File: src/hdl/pfm_pkg.sv
// Shared types, constants and the sine table generator for the fast match unit.
`default_nettype none

package pfm_pkg;

	localparam int SINE_TABLE_BITS_DEF = 10;
	localparam int COORD_FRAC_BITS_DEF = 14;

	// Cycles from an accepted request to its result strobe.
	localparam int PIPE_LATENCY = 5;

	localparam int CFG_INDEX_W = 2;
	localparam int CFG_DATA_W  = 16;

	localparam logic [15:0] MAX_ANGLE_ERR_RST = 16'd8192;
	localparam logic [14:0] TANGENT_PAD_RST   = 15'd410;
	localparam logic [14:0] ORTHO_PAD_RST     = 15'd2048;

	// Half a turn in 1/65536 turn units.
	localparam logic [15:0] HALF_TURN = 16'h8000;

	// pi/2 in Q30.
	localparam longint unsigned HALF_PI_Q30 = 64'd1686629713;

	// The Taylor term numerators stay below 2^34 for every table entry.
	localparam int TAYLOR_NUM_BITS = 34;

	typedef enum logic [CFG_INDEX_W-1:0] {
		REG_MAX_ANGLE_ERR = 2'd0,
		REG_TANGENT_PAD   = 2'd1,
		REG_ORTHO_PAD     = 2'd2
	} cfg_reg_t;

	typedef struct packed {
		logic signed [15:0] proto_x;
		logic signed [15:0] proto_y;
		logic        [14:0] proto_length;
		logic        [15:0] proto_angle;
		logic signed [15:0] feature_x;
		logic signed [15:0] feature_y;
		logic        [15:0] feature_dir;
	} req_t;

	typedef struct packed {
		logic match;
		logic angle_rejected;
	} rsp_t;

	// Per-item geometry that travels alongside the table lookup.
	typedef struct packed {
		logic        rejected;
		logic        swap;     // odd quadrant: sine and cosine entries trade places
		logic [15:0] dx_abs;
		logic [15:0] dy_abs;
		logic [16:0] l2;       // length plus twice the tangent pad
		logic [15:0] o2;       // twice the orthogonal pad
	} geom_t;

	// Truncating quotient by shift and subtract. Evaluated only at elaboration.
	function automatic longint unsigned taylor_div(longint unsigned num,
			longint unsigned den);
		longint unsigned quo;
		longint unsigned rem;
		quo = 0;
		rem = 0;
		for (int i = TAYLOR_NUM_BITS - 1; i >= 0; i--) begin
			rem = {rem[62:0], num[i]};
			if (rem >= den) begin
				rem    = rem - den;
				quo[i] = 1'b1;
			end
		end
		return quo;
	endfunction

	// One table entry: truncated Taylor series of sin in Q30, rounded half up
	// to Q1.frac. Evaluated only at elaboration.
	function automatic longint unsigned sine_entry(longint unsigned k, int stb, int frac);
		longint unsigned x;
		longint unsigned x2;
		longint unsigned term;
		longint unsigned divisor;
		longint          sum;
		x    = (k * HALF_PI_Q30) >> stb;
		x2   = (x * x) >> 30;
		term = x;
		sum  = longint'(x);
		for (int n = 1; n <= 8; n++) begin
			divisor = 64'((2 * n) * (2 * n + 1));
			term = taylor_div((term * x2) >> 30, divisor);
			if ((n % 2) == 1) begin
				sum = sum - longint'(term);
			end else begin
				sum = sum + longint'(term);
			end
		end
		if (sum < 0) begin
			sum = 0;
		end
		return (unsigned'(sum) + (64'd1 << (29 - frac))) >> (30 - frac);
	endfunction

endpackage

`default_nettype wire

File: src/hdl/pfm_angle_stage.sv
// First pipeline stage: angle test, table addresses and coordinate deltas.
`default_nettype none

module pfm_angle_stage #(
	parameter int SINE_TABLE_BITS = pfm_pkg::SINE_TABLE_BITS_DEF
) (
	input  wire logic                     clk,
	input  wire logic                     arst_n,
	input  wire logic                     in_valid,
	input  wire pfm_pkg::req_t            request,
	input  wire logic [15:0]              max_angle_err,
	input  wire logic [14:0]              tangent_pad,
	input  wire logic [14:0]              ortho_pad,
	output logic                          valid_s1,
	output pfm_pkg::geom_t                geom_s1,
	output logic [SINE_TABLE_BITS:0]      addr_a_s1,
	output logic [SINE_TABLE_BITS:0]      addr_b_s1
);
	import pfm_pkg::*;

	localparam int IDX_W   = SINE_TABLE_BITS + 1;
	localparam int SHIFT   = 14 - SINE_TABLE_BITS;
	localparam int ROUND   = (SHIFT > 0) ? (1 << (SHIFT - 1)) : 0;
	localparam logic [IDX_W-1:0] FULL_IDX = IDX_W'(1) << SINE_TABLE_BITS;

	logic [15:0]        diff;
	logic [15:0]        diff_fold;
	logic [14:0]        within_rnd;
	logic [IDX_W-1:0]   idx;
	logic signed [16:0] dx;
	logic signed [16:0] dy;
	logic [16:0]        dx_mag;
	logic [16:0]        dy_mag;
	geom_t              geom;

	always_comb begin
		diff      = request.proto_angle - request.feature_dir;
		// Beyond half a turn the short way round is the negated difference.
		diff_fold = (diff > HALF_TURN) ? (16'd0 - diff) : diff;

		within_rnd = {1'b0, request.proto_angle[13:0]} + 15'(ROUND);
		idx        = IDX_W'(within_rnd >> SHIFT);

		dx     = 17'(request.feature_x) - 17'(request.proto_x);
		dy     = 17'(request.feature_y) - 17'(request.proto_y);
		dx_mag = dx[16] ? (17'd0 - 17'(dx)) : 17'(dx);
		dy_mag = dy[16] ? (17'd0 - 17'(dy)) : 17'(dy);

		geom.rejected = diff_fold > max_angle_err;
		geom.swap     = request.proto_angle[14];
		geom.dx_abs   = dx_mag[15:0];
		geom.dy_abs   = dy_mag[15:0];
		geom.l2       = 17'(request.proto_length) + {1'b0, tangent_pad, 1'b0};
		geom.o2       = {ortho_pad, 1'b0};
	end

	always_ff @(posedge clk or negedge arst_n) begin
		if (!arst_n) begin
			valid_s1 <= 1'b0;
		end else begin
			valid_s1 <= in_valid;
		end
	end

	always_ff @(posedge clk) begin
		geom_s1   <= geom;
		addr_a_s1 <= idx;
		addr_b_s1 <= FULL_IDX - idx;
	end

endmodule

`default_nettype wire

File: config.mk
export PLATFORM = sky130hd
export DESIGN_NAME = pfm_angle_stage
export DESIGN_NICKNAME = d
export VERILOG_FILES = /design/src/hdl/pfm_pkg.sv /design/src/hdl/pfm_angle_stage.sv
export SDC_FILE = /design/constraint.sdc
export NUM_CORES = 1
export LEC_CHECK = 0
export BUFFER_PORTS_ARGS = -buffer_cell sky130_fd_sc_hd__buf_2
export CAP_MARGIN = 20
export CORE_MARGIN = 4
export CORE_UTILIZATION = 39
export DETAILED_ROUTE_END_ITERATION = 8
export GPL_TIMING_DRIVEN = 0
export PLACE_DENSITY = 0.68
export SLEW_MARGIN = 40
export SYNTH_ARGS = -nofsm -noshare
export SYNTH_HDL_FRONTEND = slang
export SYNTH_SLANG_ARGS = --single-unit
File: constraint.sdc
create_clock -name clk -period 0.8 [get_ports clk]
set_input_delay 0.04 -clock clk [delete_from_list [all_inputs] [get_ports clk]]
set_output_delay 0.04 -clock clk [all_outputs]
set_load 0.02 [all_outputs]
==> load_flow_metrics.sql <==
INSERT INTO impl_metrics (metric_group, metric, value, unit) VALUES
('status', 'run_status', 'finished, violations left', ''),
('status', 'violated_checks', 'negative hold slack, negative setup slack', ''),
('logic_synthesis', 'synth_flop_cell', 'sky130_fd_sc_hd__dfxtp_1', ''),
('logic_synthesis', 'fraction_of_post_synthesis_cell_area_in_the_top_cell_type_by_area', '25.52', '%'),
('die', 'floorplan.io_pins', '250', ''),
('setup_path', 'slowest_delay', '580', 'ps'),
('die', 'dieWidth', '140.3', 'µm'),
('logic_synthesis', 'synth_edf_count', '0', ''),
('setup_path', 'timing.critical_path.slowest_stage_cell', 'sky130_fd_sc_hd__or4_4', ''),
('route', 'antenna_violating_nets_post_route', '0', ''),
('logic_synthesis', 'synth_seq_cells', '88', ''),
('timing', 'fin_worst_hold_slack', '-77.44', 'ps'),
('logic_synthesis', 'asyncSetResetFlopFracSynth', '1.136', '%'),
('setup_path', 'crit_path_frequent_cell', 'sky130_fd_sc_hd__o21a_1', ''),
('logic_synthesis', 'syn-instance-count', '831', ''),
('logic_synthesis', 'seq_area_frac_synth', '25.89', '%'),
('global_route', 'grt_pass1_wl', '34680', 'µm'),
('global_route', 'antenna_violations_before_repair', '1', ''),
('setup_path', 'crit_required', '1030', 'ps'),
('die', 'dieHeight', '140.3', 'µm'),
('layout', 'final_nets', '1433', ''),
('die', 'initial_utilization', '39.59', '%'),
('min_path', 'kind_of_path_behind_the_tightest_hold_check', 'input port to register', ''),
('place', 'placement.io_buffers', '248', ''),
('place', 'place_worst_setup_slack', '-3985', 'ps'),
('power', 'totalPowerFinal', '21.79', 'mW'),
('place', 'place_inst', '1304', ''),
('setup_path', 'worstSetupEndpointType', 'register', ''),
('clock_tree', 'clk_path_buf_depth', '2', ''),
('clock_tree', 'clock_transition_at_the_registers_of_the_reported_paths', '80', 'ps'),
('timing', 'setup_viol', '146', ''),
('setup_path', 'worstSetupPathType', 'input port to register', ''),
('timing', 'final_critical_path_setup_slack', '-3306', 'ps'),
('timing', 'post-route-period-util', '513.3', '%'),
('power', 'leakagePower', '5.412', 'nW'),
('timing', 'layout_min_cycle_time', '4106', 'ps'),
('logic_synthesis', 'mappedNetlistArea', '6824', 'µm²'),
('clock_tree', 'cts_buffers', '9', ''),
('route', 'post-route-drc-count', '0', ''),
('logic_synthesis', 'synth.avg_cell_area', '8.212', 'µm²'),
('timing', 'max_slew_margin', '57.03', '%'),
('layout', 'final_cell_count_no_fill', '1417', ''),
('logic_synthesis', 'postSynthNetCount', '1078', ''),
('route', 'drt-wirelength-per-cell', '16.96', 'µm'),
('timing', 'clock.fmax', '243.5', 'MHz'),
('setup_path', 'arrival', '4340', 'ps'),
('timing', 'setup_repair_after_global_routing_missed_its_margin', 'true', ''),
('die', 'core_area', '17240', 'µm²'),
('setup_path', 'timing.critical_path.max_delay_family', 'compound AO/OA/AOI/OAI gates', ''),
('logic_synthesis', 'ys_top_cells_by_count', 'sky130_fd_sc_hd__inv_1, sky130_fd_sc_hd__dfxtp_1, sky130_fd_sc_hd__ha_1, sky130_fd_sc_hd__nor2_1, sky130_fd_sc_hd__xnor2_1', ''),
('clock_tree', 'cts_tree', 'done', ''),
('power', 'power_density', '1854', 'nW/µm²'),
('timing', 'slew_violations', '0', ''),
('clock_tree', 'cts_max_level', '3', ''),
('timing', 'hold_viol_final', '1', ''),
('clock_tree', 'cts.sink_count', '88', ''),
('route', 'drtIter0Drc', '349', ''),
('place', 'gpl.final_weighted_congestion', '0.8730', ''),
('setup_path', 'critPathLaunchType', 'input port', ''),
('place', 'hpwl', '15360', 'µm'),
('logic_synthesis', 'synth.top_cells.by_area', 'sky130_fd_sc_hd__dfxtp_1, sky130_fd_sc_hd__ha_1, sky130_fd_sc_hd__xnor2_1', ''),
('timing', 'worst_slew_pin_slew', '641.7', 'ps'),
('die', 'placement_rows', '48', ''),
('global_route', 'grt.total_usage', '21.20', '%'),
('flow_run', 'drv_cap', '0', ''),
('route', 'route.vias.total', '7372', ''),
('route', 'totalWireLength', '24040', 'µm'),
('layout', 'areaGrowthSynthToFinish', '72.26', '%'),
('setup_path', 'worst-path-max-fanout', '9', ''),
('logic_synthesis', 'synth.most_common_cell', 'sky130_fd_sc_hd__inv_1', ''),
('logic_synthesis', 'ys_warn_count', '0', '');
placed cells by master (no fill, tap or decap), types with 23 or more instances in the layout:
cell                              n
sky130_fd_sc_hd__dlygate4sd3_1   23
sky130_fd_sc_hd__nor2_1          58
sky130_fd_sc_hd__ha_1            61
sky130_fd_sc_hd__buf_4           54
sky130_fd_sc_hd__xor2_1          28
sky130_fd_sc_hd__dfxtp_2         86
sky130_fd_sc_hd__xnor2_1         37
sky130_fd_sc_hd__buf_2          147
sky130_fd_sc_hd__inv_1           90
sky130_fd_sc_hd__nand2_1         29
sky130_fd_sc_hd__a21oi_1         26
sky130_fd_sc_hd__buf_6          119
cell families after synthesis:
| kind of cell | count (synthesis) | share of synthesized area, % |
|---|---|---|
| multiplexers | 7 | 1.192 |
| adder cells (fa/ha/maj) | 87 | 16.39 |
| AND/OR/NAND/NOR | 250 | 18.96 |
| other | 1 | 0.05495 |
| XOR/XNOR | 92 | 11.81 |
| buffers and inverters | 118 | 6.931 |
| flip-flops | 88 | 25.89 |
| AO/OA/AOI/OAI | 188 | 18.78 |
worst paths after layout:
path	start	slack [ps]	endpoint	cells after the start
max in group asynchronous	arst_n	80	valid_s1	3
min in group asynchronous	arst_n	610	valid_s1	3
setup / recovery	request[56]	-3310	geom_s1[66]	23
hold / removal	request[53]	-80	addr_a_s1[1]	2
sequential cells by signal (all words and copies together) (netlist names):
register	cells
addr_b_s1	10
addr_a_s1	11
valid_s1	1
geom_s1	66
power breakdown:
part           internal (mW)  total (mW)  switching, mW
combinational           5.67        11.5           5.83
clock                   2.53        4.42           1.90
sequential              5.43        5.88          0.446
per-stage QoR:
step	util [%]	TNS (ps)	instance area [µm²]	hold slack [ps]
global route	68.20	-67600	11760	-81.10
detailed placement	52.55	-77940	9057	-180.7
finish	68.20	-60590	11760	-77.44
global placement	52.55	-76870	9057	-186.0
floorplan	-	-56780	7535	-255.6
CTS	64.65	-55260	11140	-106.8
layout make-up:
| cell class | count | area [µm²] |
|---|---|---|
| Antenna cell | 1 | 2.502 |
| Fill cell | 1203 | 5482 |
| Sequential cell | 88 | 1874 |
| Multi-Input combinational cell | 625 | 5919 |
| Clock inverter | 6 | 67.56 |
| Buffer | 12 | 113.9 |
| Timing Repair Buffer | 348 | 2846 |
| Clock buffer | 10 | 239.0 |
| Tap cell | 225 | 281.5 |
| Inverter | 102 | 410.4 |
per-layer routing:
metal	vias to the layer above	wire length (µm)	share of wire (%)	GRT usage, %
met5	-	0	0	0
met4	0	687	2.9	5.864
met3	41	1107	4.6	3.346
met2	232	12470	52	38.13
met1	3488	9773	41	26.17
li1	3611	-	-	-
timing repair:
action | in CTS | in global routing
gates resized for setup | 363 | 97
endpoints found under the setup margin | 140 | 145
cloned | 2 | 0
pin swaps | 68 | 73
endpoints found under the hold margin | 26 | 1
setup buffers | 54 | 32
Power figures use the tool's default switching activity.
